--- config.mk ---
export PLATFORM = sky130hd
export DESIGN_NAME = wdp_ctrl
export DESIGN_NICKNAME = d
export VERILOG_FILES = /design/src/design/wdp_pkg.sv /design/src/design/wdp_ctrl.sv
export SDC_FILE = /design/constraint.sdc
export NUM_CORES = 1
export LEC_CHECK = 0
export BUFFER_PORTS_ARGS = -buffer_cell sky130_fd_sc_hd__clkbuf_2
export CORE_AREA = 5 5 42 44
export CTS_CLUSTER_DIAMETER = 30
export DETAILED_ROUTE_END_ITERATION = 8
export DIE_AREA = 0 0 47 49
export PLACE_DENSITY = 0.64
export SETUP_SLACK_MARGIN = 0.05
export SLEW_MARGIN = 20
export SYNTH_ARGS = -nofsm -noshare
export SYNTH_HDL_FRONTEND = slang
export SYNTH_SLANG_ARGS = --single-unit
--- constraint.sdc ---
create_clock -name clock -period 4.6 [get_ports clock]
set_input_delay 0.23 -clock clock [delete_from_list [all_inputs] [get_ports clock]]
set_output_delay 0.23 -clock clock [all_outputs]
set_load 0.02 [all_outputs]
--- src/design/wdp_pkg.sv ---
// wdp_pkg: shared types, codes and constants of the weighted draw block.
// No dependencies; used by every module of the block except wdp_ram.
package wdp_pkg;

   localparam logic [63:0] RNG_MUL  = 64'h2545F4914F6CDD1D;
   localparam logic [63:0] RNG_SEED = 64'h9E3779B97F4A7C15;
   localparam int XS_A = 12;
   localparam int XS_B = 25;
   localparam int XS_C = 27;

   localparam logic CMD_ADD  = 1'b0;
   localparam logic CMD_DRAW = 1'b1;

   localparam logic [2:0] STS_DRAWN = 3'd0;
   localparam logic [2:0] STS_ADDED = 3'd1;
   localparam logic [2:0] STS_ZERO  = 3'd2;
   localparam logic [2:0] STS_FULL  = 3'd3;
   localparam logic [2:0] STS_EMPTY = 3'd4;

   localparam int CSR_IDX_W = 8;
   localparam logic [CSR_IDX_W-1:0] CSR_PITY_THRESHOLD  = 8'd0;
   localparam logic [CSR_IDX_W-1:0] CSR_PITY_MIN_RARITY = 8'd1;

   localparam int TDATA_IN_W  = 136;
   localparam int TDATA_OUT_W = 176;

   typedef enum logic [6:0] {
      S_IDLE  = 7'b0000001,
      S_SUM   = 7'b0000010,
      S_SETUP = 7'b0000100,
      S_MUL   = 7'b0001000,
      S_DIV   = 7'b0010000,
      S_PICK  = 7'b0100000,
      S_FIN   = 7'b1000000
   } fsm_type;

   typedef struct packed {
      logic load;
      logic sum_start;
      logic setup;
      logic mul_run;
      logic div_run;
      logic pick_start;
      logic commit;
   } cmd_type;

   typedef struct packed {
      logic empty;
      logic scan_done;
      logic mul_done;
      logic div_done;
      logic out_free;
   } sts_type;

   function automatic logic [63:0] xorshift(input logic [63:0] s_in);
      logic [63:0] s;
      s = (s_in == 64'd0) ? RNG_SEED : s_in;
      s = s ^ (s >> XS_A);
      s = s ^ (s << XS_B);
      s = s ^ (s >> XS_C);
      return s;
   endfunction

   function automatic logic pity_due(input logic [31:0] miss, input logic [31:0] thr);
      return ({1'b0, miss} + 33'd1) >= {1'b0, thr};
   endfunction

   function automatic logic [31:0] left_before(input logic [31:0] miss,
                                               input logic [31:0] thr);
      logic [31:0] r;
      if (thr == 32'd0) r = '1;
      else if (pity_due(miss, thr)) r = 32'd0;
      else r = thr - 32'd1 - miss;
      return r;
   endfunction

endpackage

--- src/design/wdp_ctrl.sv ---
// wdp_ctrl: sequencing state machine of the weighted draw block.
// Depends on wdp_pkg; drives the datapath through cmd_type, reads sts_type.
module wdp_ctrl (
   input  logic             clock,
   input  logic             reset,
   input  logic             req_tvalid,
   input  logic             req_tuser,
   output logic             req_tready,
   input  wdp_pkg::sts_type sts,
   output wdp_pkg::cmd_type cmd
);
   import wdp_pkg::*;

   fsm_type state_ff, state_in;

   always_comb begin
      state_in = state_ff;
      cmd      = '0;
      case (state_ff)
         S_IDLE: begin
            if (req_tvalid) begin
               cmd.load = 1'b1;
               if (req_tuser == CMD_DRAW && !sts.empty) begin
                  cmd.sum_start = 1'b1;
                  state_in      = S_SUM;
               end else begin
                  state_in = S_FIN;
               end
            end
         end
         S_SUM: begin
            if (sts.scan_done) state_in = S_SETUP;
         end
         S_SETUP: begin
            cmd.setup = 1'b1;
            state_in  = S_MUL;
         end
         S_MUL: begin
            cmd.mul_run = 1'b1;
            if (sts.mul_done) state_in = S_DIV;
         end
         S_DIV: begin
            cmd.div_run = 1'b1;
            if (sts.div_done) begin
               cmd.pick_start = 1'b1;
               state_in       = S_PICK;
            end
         end
         S_PICK: begin
            if (sts.scan_done) state_in = S_FIN;
         end
         S_FIN: begin
            if (sts.out_free) begin
               cmd.commit = 1'b1;
               state_in   = S_IDLE;
            end
         end
         default: state_in = S_IDLE;
      endcase
   end

   always_ff @(posedge clock) begin
      if (reset) begin
         state_ff <= S_IDLE;
      end else begin
         state_ff <= state_in;
      end
   end

   assign req_tready = (state_ff == S_IDLE);
endmodule

# Yosys cells after proc, flatten, opt, wreduce, memory -nomap -nowiden
# Cells that the tools add are included.
[classes]
eq_ne = 13
n_mux = 17
n_reduce_logical = 3
[op_table]
columns = ["op", "n"]
rows = [
  ["7-bit 2-to-1 mux", 7],
  ["7-bit case mux with 7 select lines", 1],
  ["2-bit inequality test (second input constant)", 6],
  ["7-bit by 1-bit == test with 1-bit output (second input constant)", 1],
  ["7-bit by 2-bit == test with 1-bit output (second input constant)", 1],
  ["7-bit by 3-bit == test with 1-bit output (second input constant)", 1],
  ["7-bit by 4-bit == test with 1-bit output (second input constant)", 1],
  ["7-bit by 5-bit == test with 1-bit output (second input constant)", 1],
  ["7-bit by 6-bit == test with 1-bit output (second input constant)", 1],
  ["7-bit == test (second input constant)", 1],
  ["1-bit 2-to-1 mux", 6],
  ["2-bit 2-to-1 mux", 3],
  ["6-bit AND reduction", 1],
  ["1-bit logical AND", 1],
  ["1-bit zero test", 1],
]
[totals]
regBits = 7
inputBits = 9
elab_cells = 34
out_inout_bits = 8

# Logic depth before layout (Yosys ltp)
# Gate-level depths: netlist of run 1.
[logic_depth]
depth_word = 5
depth_mapped = 6
ltp_nobuf = 5

# Worst setup path after synthesis of run 1
# Ideal clock, no wire load.
[synth_path]
kind = "flip-flop to output port"
startpoint = "register state_ff[1]"
endpoint = "output cmd[5] in the netlist's numbering"
path_slack_ns = 2.559
stages_incl_launch_ff = 7
arrival_ns = 1.811
t_required_ns = 4.370
path_buffers = 1
cell_sequence = "dfxtp_1 > buf_6 > nor3_1 > nand2_1 > nor2_1 > and2_1 > nor2b_1"
[synth_rtl]
columns = ["item", "line", "rtl"]
rows = [
  ["start, declared", "wdp_ctrl.sv:14", "fsm_type state_ff, state_in;"],
  ["start signal, assigned", "wdp_ctrl.sv:66", "state_ff <= state_in;"],
  ["end, declared", "wdp_ctrl.sv:10", "output wdp_pkg::cmd_type cmd"],
]

==> metrics.csv, run 1 <==
stage;metric;value;unit
status;outcome;finished, final reports clean;
synthesis;library cells used by synthesis;30;
sta;worst-margin pin slew;555.1;ps
floorplan;die width;47;µm
synthesis;Mapped Nets;76;
placement;Area after DPL;594.3;µm²
synthesis;Synth Instances;67;
layout;fin nets;96;
clock_network;CTS root buffer;clkbuf_4;
pwr;sequential power share;0.365;
pwr;Worst VDD drop;0.1883;mV
pwr;Static Leakage;0.2675;nW
placement;dpl hpwl;954.8;µm
route;Routed wire per std cell;11.88;µm
flow_run;max cap viols;0;
sta;relative max-transition margin;0.6265;
layout;fillers;147;
sta;Slew Viols, Final;0;
synthesis;top cells by count, synth;nor2_1 (10), dfxtp_1 (7), nand2_1 (5), nand2b_1 (5), nor2b_1 (4);
floorplan;num ports;17;
sta;setup TNS;0;ps
synthesis;number of synthesized flops with an enable pin;0;
sta;f_max;499.6;MHz
layout;Largest register FFs;7;
synthesis;top-count cell post-synth;nor2_1;
synthesis;sequential fraction of the synthesis area;0.2772;
min_path;Hold Path Depth;2;
clock_network;CTS tree;yes;
synthesis;Main synth FF type;dfxtp_1;
route;drt total wl;1.212;mm
synthesis;top-area cell type share of the netlist area;0.2772;
clock_network;clk slew on worst S/H paths;50;ps
layout;Syn-to-layout area delta;22.77;%
layout;fin cells;102;
pwr;sw frac;0.3541;
pwr;PwrDens;321.2;nW/µm²
sta;Hold Vio Cnt, Final;0;
pwr;Final Power;199.3;µW
layout;Final Instance Area;620.6;µm²
worst_setup_path;Worst setup EP type;primary output;
pwr;clock share of power;0.275;
route;first-iteration detailed-routing DRC count;11;
placement;Placed Instances;98;
floorplan;Core Region;1401;µm²
route;router iterations before antenna repair;4;
pwr;Int Power;128.7;µW
clock_network;H-tree depth;1;
worst_setup_path;path depth of the worst reg2reg path;4;
sta;Setup Skew;0.9395;ps
floorplan;row count;14;
synthesis;FFs w/ async S/R, synth;0;
worst_setup_path;Worst Path Max Fanout;9;
floorplan;initial core utilization;0.3607;
placement;IO Port Bufs;16;
clock_network;Resized Gates After CTS;0;
synthesis;top post-synthesis cells by area;dfxtp_1 (28%), nor2_1 (7.4%), nand2b_1 (6.2%);
synthesis;synth warn;0;
route;Via density;5.382;
synthesis;cell area after synthesis;505.5;µm²
sta;final setup margin;2598;ps
worst_setup_path;critical path arrival;1770;ps
sta;fin crit share;0.4352;
pwr;Psw;70.58;µW
global_routing;Global Route Usage Sum;0.1179;
route;via count;549;
placement;DP Worst Slack;2795;ps
global_routing;initial antenna violation count;0;
worst_setup_path;startpoint types;flip-flop;
placement;placer's final routability congestion estimate;0.8573;
worst_setup_path;Worst Setup Path Type;reg2out;
layout;antenna cell count;0;
pwr;combinational share of power;0.360;
floorplan;DIE AREA;2303;µm²
layout;register area;140.1;µm²
synthesis;Mean Syn Cell Area;7.545;µm²
clock_network;Clock Latency Late Sink;250;ps
min_path;Min-Delay Path Class;in2reg;
worst_setup_path;critical path required time;4370;ps
global_routing;vias in the first global route;446;
clock_network;CTS sink cnt;7;
route;detailed-route DRC error count;0;
floorplan;chip height;49;µm
layout;Biggest register;state_ff;
global_routing;largest net degree at the start of global routing;10;
route;antenna-violating nets left;0;
synthesis;cell taking the most area after synthesis;dfxtp_1;
clock_network;clk buf depth;2;
clock_network;hold buffers post-CTS;0;
clock_network;Post-CTS Setup Inserts;0;
layout;biggest regs;state_ff (7);
layout;share of cells above drive strength 1;0.2674;
global_routing;first-pass GRT wire length;1.938;mm
sta;setup violators final;0;
layout;multi-input logic area;346.6;µm²
clock_network;clock buffer count from CTS;3;
sta;unrepaired setup endpoints after global routing;false;
global_routing;GRT Residual Overflow;0;
synthesis;#FFs+latches synth;7;
sta;post-layout min period;2002;ps
## cells by family (layout without fill, tap and decap cells)
logic type	Yosys count	count (layout)	share of synthesized area
AND/OR/NAND/NOR	46	46	0.5223
AO/OA/AOI/OAI	9	9	0.1263
flip-flops	7	7	0.2772
buffers and inverters	3	22	0.03713
XOR/XNOR	1	1	0.01733
multiplexers	1	1	0.01980
## layout make-up
class	instances	share of cell area
tap	16	0.03226
sequential	7	0.2258
inverter	2	0.01210
multi-input combinational	57	0.5585
timing repair buffer	16	0.1290
clock buffer	4	0.04234
## metrics by stage
| stage | util | hold WS [ps] |
|---|---|---|
| 6_report | 0.4429 | 250.7 |
| 5_1_grt | 0.4429 | 255.7 |
| 4_1_cts | 0.4429 | 243.0 |
| 3_5_place_dp | 0.4241 | 512.0 |
| 3_3_place_gp | 0.4241 | 504.5 |
| 2_1_floorplan | - | 299.1 |
## placed cells by master (no fill, tap or decap), types with 2 or more instances in the layout
cell type / Yosys / layout
clkbuf_4: 0 / 3
nand2_1: 5 / 5
or4_1: 2 / 2
nor2_1: 10 / 10
dfxtp_1: 7 / 7
or3_1: 2 / 2
clkbuf_2: 0 / 16
nor3b_1: 3 / 3
a21oi_1: 3 / 3
inv_1: 2 / 2
nor3_1: 2 / 2
nor2b_1: 4 / 4
nand2b_1: 5 / 5
nand3_1: 3 / 3
and2_1: 2 / 2
## worst paths after layout
| check | startpoint | end | slack (ps) |
|---|---|---|---|
| hold / removal | reset | state_ff[1] | 250 |
| hold reg to reg | state_ff[1] | state_ff[1] | 580 |
| setup / recovery | state_ff[1] | cmd[1] | 2600 |
| setup reg to reg | state_ff[1] | state_ff[0] | 2770 |
## metal layers
layer,vias up,wire length (µm),track usage
met5,-,0,0
met4,0,8,0.02765
met3,2,90,0.07011
met2,21,597,0.1719
met1,243,515,0.1463
li1,283,-,-
## worst max-delay path: stages, from the launching register on
cell	delay (ps)
dfxtp_1	390
nor3_1	360
nand2_1	170
nor2_1	280
and2_1	170
clkbuf_2	160
## power by group through the flow
stage | clock network (mW) | registers, mW | logic [mW]
after CTS | 0.0570 | 0.0725 | 0.0717
final | 0.0548 | 0.0728 | 0.0718
after floorplan | 0 | 0.0708 | 0.0550
after global placement | 0 | 0.0736 | 0.0714
after detailed placement | 0 | 0.0734 | 0.0713
after global routing | 0.0619 | 0.0737 | 0.0795
Note: power is estimated with default switching activity, not from simulation.
==> run 2, diff against run 1 <==
==> constraint.sdc (replaced) <==
create_clock -name clock -period 2 [get_ports clock]
set_input_delay 0.1 -clock clock [delete_from_list [all_inputs] [get_ports clock]]
set_output_delay 0.1 -clock clock [all_outputs]
set_load 0.02 [all_outputs]
==> metrics.csv, run 2 (synthesized netlist as in run 1, its figures left out) <==
stage;metric;value;unit;change
worst_setup_path;critical path's slowest cell;or4_1;;
layout;commonest non-fill, non-tap cell in the layout;clkbuf_2;;
layout;multi-input logic area;351.6;µm²;+1.4%
clock_network;clk buf depth;2;;unchanged
worst_setup_path;reg2reg setup slack;160;ps;-2610 ps
pwr;sequential power share;0.366;;about the same
placement;dpl hpwl;954.8;µm;unchanged
floorplan;chip height;49;µm;unchanged
route;first-iteration detailed-routing DRC count;17;;+6
route;detailed-route DRC error count;0;;unchanged
global_routing;first-pass GRT wire length;1.938;mm;unchanged
sta;Hold Vio Cnt, Final;0;;unchanged
pwr;Psw;162.2;µW;+130%
clock_network;CTS tree;yes;;
layout;share of cells above drive strength 1;0.2791;;+0.01163
floorplan;DIE AREA;2303;µm²;unchanged
sta;f_max;542.7;MHz;
worst_setup_path;Worst setup EP type;flip-flop;;
route;Routed wire per std cell;12.01;µm;+1.1%
pwr;Static Leakage;0.2685;nW;+0.39%
global_routing;largest net degree at the start of global routing;10;;unchanged
placement;IO Port Bufs;16;;unchanged
sta;setup violators final;0;;unchanged
placement;placer's final routability congestion estimate;0.8573;;unchanged
clock_network;hold buffers post-CTS;0;;unchanged
route;antenna-violating nets left;0;;unchanged
pwr;combinational share of power;0.359;;about the same
layout;register area;140.1;µm²;unchanged
layout;fin nets;96;;unchanged
worst_setup_path;critical path required time;2140;ps;-2230 ps
global_routing;initial antenna violation count;0;;unchanged
pwr;clock share of power;0.275;;about the same
clock_network;H-tree depth;1;;unchanged
sta;relative max-transition margin;0.6220;;-0.004514
clock_network;clk slew on worst S/H paths;50;ps;about the same
pwr;sw frac;0.3534;;-0.0006849
worst_setup_path;startpoint types;flip-flop;;
min_path;hold_sp;reset;;
worst_setup_path;reg2reg start;state_ff[1];;
floorplan;row count;14;;unchanged
clock_network;Resized Gates After CTS;0;;unchanged
route;Via density;5.284;;-1.8%
route;WL met2;603;µm;+1.0%
sta;worst-margin pin slew;561.8;ps;+6.710 ps
pwr;Worst VDD drop;0.4295;mV;+130%
route;Met3 Wirelength;78;µm;-13%
floorplan;die width;47;µm;unchanged
floorplan;num ports;17;;unchanged
floorplan;initial core utilization;0.3607;;unchanged
worst_setup_path;Critical Path Max Stage Delay;510;ps;+120 ps
placement;Area after DPL;594.3;µm²;unchanged
layout;Largest register FFs;7;;unchanged
worst_setup_path;critical path arrival;1980;ps;+210 ps
clock_network;Clock Latency Late Sink;250;ps;about the same
flow_run;max cap viols;0;;unchanged
layout;Final Instance Area;625.6;µm²;+0.81%
min_path;Min-Delay Path Class;in2reg;;
layout;most frequent cells in the layout;clkbuf_2 (16), nor2_1 (10), dfxtp_1 (7);;
route;router iterations before antenna repair;5;;+1
floorplan;Core Region;1401;µm²;unchanged
clock_network;Post-CTS Setup Inserts;0;;unchanged
min_path;Hold Path Depth;2;;unchanged
sta;Hold Slack;121.0;ps;-129.7 ps
sta;setup TNS;0;ps;unchanged
min_path;Worst Hold End;state_ff[4];;
worst_setup_path;Worst Path Max Fanout;9;;unchanged
worst_setup_path;Reg-to-Reg End;state_ff[0];;
pwr;Int Power;296.7;µW;+130%
sta;fin crit share;0.9212;;
worst_setup_path;Top delay family on crit path;simple AND/OR/NAND/NOR gates;;
layout;antenna cell count;0;;unchanged
layout;biggest regs;state_ff (7);;
sta;Slew Viols, Final;0;;unchanged
worst_setup_path;worst-path cell chain;or4_1, or3_1, and3_4, a311o_1;;
sta;Setup Skew;0.8240;ps;-0.1155 ps
clock_network;clock buffer count from CTS;3;;unchanged
route;M1 wire length;534;µm;+3.7%
route;via count;539;;-1.8%
layout;Syn-to-layout area delta;23.76;%;
worst_setup_path;stages on the worst setup path;4;;-1
pwr;PwrDens;733.5;nW/µm²;+130%
clock_network;CTS sink cnt;7;;unchanged
status;outcome;finished, final reports clean;;
clock_network;CTS root buffer;clkbuf_4;;
worst_setup_path;Worst Setup Path Type;reg2reg;;
global_routing;GRT Residual Overflow;0;;unchanged
layout;Biggest register;state_ff;;
worst_setup_path;path depth of the worst reg2reg path;4;;unchanged
sta;post-layout min period;1842;ps;
route;drt total wl;1.225;mm;+1.1%
global_routing;Global Route Usage Sum;0.1179;;unchanged
sta;unrepaired setup endpoints after global routing;false;;
layout;fillers;147;;unchanged
route;highest metal layer with signal wires;met4;;
worst_setup_path;worst path buffer plus inverter count;0;;-1
global_routing;vias in the first global route;446;;unchanged
## run 2: through the flow
stage	instances	power [mW]	setup WS, ps	utilization
after CTS	102	0.4628	128.2	0.4429
after floorplan	67	0.2893	89.19	-
after global routing	102	0.4962	39.67	0.4464
after global placement	98	0.3336	222.9	0.4241
after detailed placement	98	0.3328	195.0	0.4241
final	102	0.4589	157.5	0.4464
## run 2: worst max path at each step
stage / to / startpoint
after floorplan: cmd[5] / state_ff[1]
final: state_ff[0] / state_ff[1]
after global routing: cmd[1] / state_ff[1]
after global placement: state_ff[0] / state_ff[1]
after CTS: cmd[1] / state_ff[1]
after detailed placement: state_ff[0] / state_ff[1]
## run 2: layout make-up
| type | instances | share of cell area |
|---|---|---|
| clock buffer | 4 | 0.04200 |
| inverter | 2 | 0.01200 |
| multi-input combinational | 57 | 0.5620 |
| sequential | 7 | 0.2240 |
| tap | 16 | 0.03200 |
| timing repair buffer | 16 | 0.1280 |
## run 2: metal layers
| metal | global-route usage | vias up |
|---|---|---|
| met1 | 0.1463 | 239 |
| met4 | 0.02765 | 0 |
| met2 | 0.1719 | 13 |
| met5 | 0 | - |
| li1 | - | 285 |
| met3 | 0.07011 | 2 |
## run 2: power by group through the flow
stage	logic (mW)	clock network, mW	registers (mW)
floorplan	0.126	0	0.163
global placement	0.164	0	0.169
detailed placement	0.164	0	0.169
CTS	0.165	0.131	0.167
global route	0.184	0.142	0.170
finish	0.165	0.126	0.168
==> run 3, diff against run 2 <==
--- a/config.mk
+++ b/config.mk
@@ -6,11 +6,13 @@
 export NUM_CORES = 1
 export LEC_CHECK = 0
 export BUFFER_PORTS_ARGS = -buffer_cell sky130_fd_sc_hd__clkbuf_2
-export CORE_AREA = 5 5 42 44
+export CELL_PAD_IN_SITES_DETAIL_PLACEMENT = 1
+export CELL_PAD_IN_SITES_GLOBAL_PLACEMENT = 2
+export CORE_MARGIN = 5
+export CORE_UTILIZATION = 25
 export CTS_CLUSTER_DIAMETER = 30
 export DETAILED_ROUTE_END_ITERATION = 8
-export DIE_AREA = 0 0 47 49
-export PLACE_DENSITY = 0.64
+export PLACE_DENSITY = 0.75
 export SETUP_SLACK_MARGIN = 0.05
 export SLEW_MARGIN = 20
 export SYNTH_ARGS = -nofsm -noshare
==> metrics.csv, run 3 (synthesized netlist as in run 1, its figures left out) <==
stage;metric;value;unit;change
status;outcome;finished, final reports clean;;
placement;dpl hpwl;1.208;mm;+26%
sta;Hold Vio Cnt, Final;0;;unchanged
floorplan;die width;54.97;µm;+17%
sta;relative max-transition margin;0.7755;;+0.1535
clock_network;clock buffer count from CTS;3;;unchanged
layout;Biggest register;state_ff;;
route;router iterations before antenna repair;4;;-1
sta;fin crit share;0.9376;;+0.01632
route;via count;563;;+4.5%
floorplan;DIE AREA;3021;µm²;+31%
layout;share of cells above drive strength 1;0.2841;;+0.005021
worst_setup_path;startpoint types;flip-flop;;
floorplan;num ports;17;;unchanged
worst_setup_path;worst-path cell chain;or4_1, or3_1, and3_4, a311o_1;;
route;antenna-violating nets left;0;;unchanged
route;detailed-route DRC error count;0;;unchanged
layout;most frequent cells in the layout;clkbuf_2 (16), nor2_1 (10), dfxtp_1 (7);;
sta;Setup Skew;12.68;ps;+11.85 ps
layout;Largest register FFs;7;;unchanged
route;drt total wl;1.500;mm;+22%
worst_setup_path;critical path required time;2140;ps;about the same
flow_run;max cap viols;0;;unchanged
worst_setup_path;critical path arrival;2010;ps;+30 ps
pwr;Static Leakage;0.2772;nW;+3.2%
layout;Syn-to-layout area delta;28.47;%;
pwr;PwrDens;740.8;nW/µm²;+0.99%
min_path;Min-Delay Path Class;in2reg;;
clock_network;CTS sink cnt;7;;unchanged
route;M1 wire length;708;µm;+33%
placement;IO Port Bufs;16;;unchanged
sta;setup TNS;0;ps;unchanged
clock_network;clk buf depth;2;;unchanged
global_routing;largest net degree at the start of global routing;9;;-1
clock_network;H-tree depth;1;;unchanged
global_routing;vias in the first global route;553;;+24%
sta;setup violators final;0;;unchanged
global_routing;GRT Residual Overflow;0;;unchanged
layout;fillers;265;;+80%
route;Met3 Wirelength;61;µm;-22%
sta;Slew Viols, Final;0;;unchanged
placement;Placed Instances;111;;+13%
layout;final core occ;0.3344;;-0.1120
route;Routed wire per std cell;13.04;µm;+8.6%
floorplan;row count;16;;+2
global_routing;initial antenna violation count;0;;unchanged
clock_network;Post-CTS Setup Inserts;0;;unchanged
layout;antenna cell count;0;;unchanged
layout;fin cells;115;;+13%
clock_network;hold buffers post-CTS;0;;unchanged
pwr;Worst VDD drop;0.4410;mV;+2.7%
worst_setup_path;Worst Path Max Fanout;8;;-1
clock_network;CTS tree;yes;;
placement;placer's final routability congestion estimate;0.7562;;-12%
clock_network;CTS root buffer;clkbuf_4;;
worst_setup_path;Critical Path Max Stage Delay;530;ps;+20 ps
worst_setup_path;Worst Setup Path Type;reg2reg;;
sta;post-layout min period;1875;ps;+32.63 ps
pwr;Final Power;481.0;µW;+4.8%
sta;unrepaired setup endpoints after global routing;false;;
sta;worst-margin pin slew;334.2;ps;-227.6 ps
clock_network;Clock Latency Late Sink;260;ps;about the same
sta;f_max;533.3;MHz;-1.7%
route;Via density;4.896;;-7.4%
layout;biggest regs;state_ff (7);;
clock_network;Resized Gates After CTS;0;;unchanged
floorplan;initial core utilization;0.2603;;-0.1004
route;highest metal layer with signal wires;met4;;
clock_network;clk slew on worst S/H paths;60;ps;about the same
global_routing;Global Route Usage Sum;0.1166;;-0.001373
global_routing;first-pass GRT wire length;2.463;mm;+27%
floorplan;chip height;54.97;µm;+12%
worst_setup_path;Worst setup EP type;flip-flop;;
route;WL met2;714;µm;+18%
worst_setup_path;critical path's slowest cell;or4_1;;
layout;commonest non-fill, non-tap cell in the layout;clkbuf_2;;
layout;fin nets;98;;+2.1%
floorplan;Core Region;1942;µm²;+39%
route;first-iteration detailed-routing DRC count;7;;-10
run 3: cell count changes in the layout (fill, tap and decap cells not counted), sizes merged:
cell | previous run | this run
buf | 0 | 2
run 3: worst paths after layout:
kind / slack [ps] / endpoint / cells after the start / start
min: 110 / state_ff[6] / 2 / reset
min reg2reg: 630 / state_ff[5] / 2 / state_ff[5]
max reg2reg: 120 / state_ff[0] / 4 / state_ff[6]
max: 120 / state_ff[0] / 4 / state_ff[6]
run 3: through the flow:
step / hold slack (ps) / worst slack (ps) / cell area (µm²)
3_3_place_gp: 383.5 / 220.4 / 623.1
6_report: 107.3 / 124.9 / 649.4
3_5_place_dp: 386.3 / 168.0 / 623.1
5_1_grt: 114.9 / 66.76 / 649.4
4_1_cts: 112.6 / 142.9 / 649.4
2_1_floorplan: 169.1 / 89.19 / 505.5
run 3: area by class of cell:
class / instances / area (µm²) / share of cell area
Multi-Input combinational cell: 57 / 346.6 / 0.5337
Timing Repair Buffer: 18 / 95.09 / 0.1464
Clock buffer: 4 / 26.28 / 0.04046
Tap cell: 27 / 33.78 / 0.05202
Sequential cell: 7 / 140.1 / 0.2158
Inverter: 2 / 7.507 / 0.01156
run 3: power breakdown:
group,leakage (nW),internal [mW],switching (mW),total [mW]
logic,0.205,0.0762,0.103,0.179
clock network,0.0150,0.0766,0.0598,0.136
registers,0.0570,0.150,0.0151,0.165
run 3: worst max-delay path: cells and delay by family, from the launching register on:
kind / cells / cell delay (ps)
and+or+nand+nor: 3 / 1090
DFF: 1 / 360
AOI/OAI and AO/OA: 1 / 300
run 3: per-layer routing:
layer  track usage  vias up
li1              -      283
met1        0.1459      267
met2        0.1811       11
met3       0.04826        2
met4       0.03644        0
met5             0        -
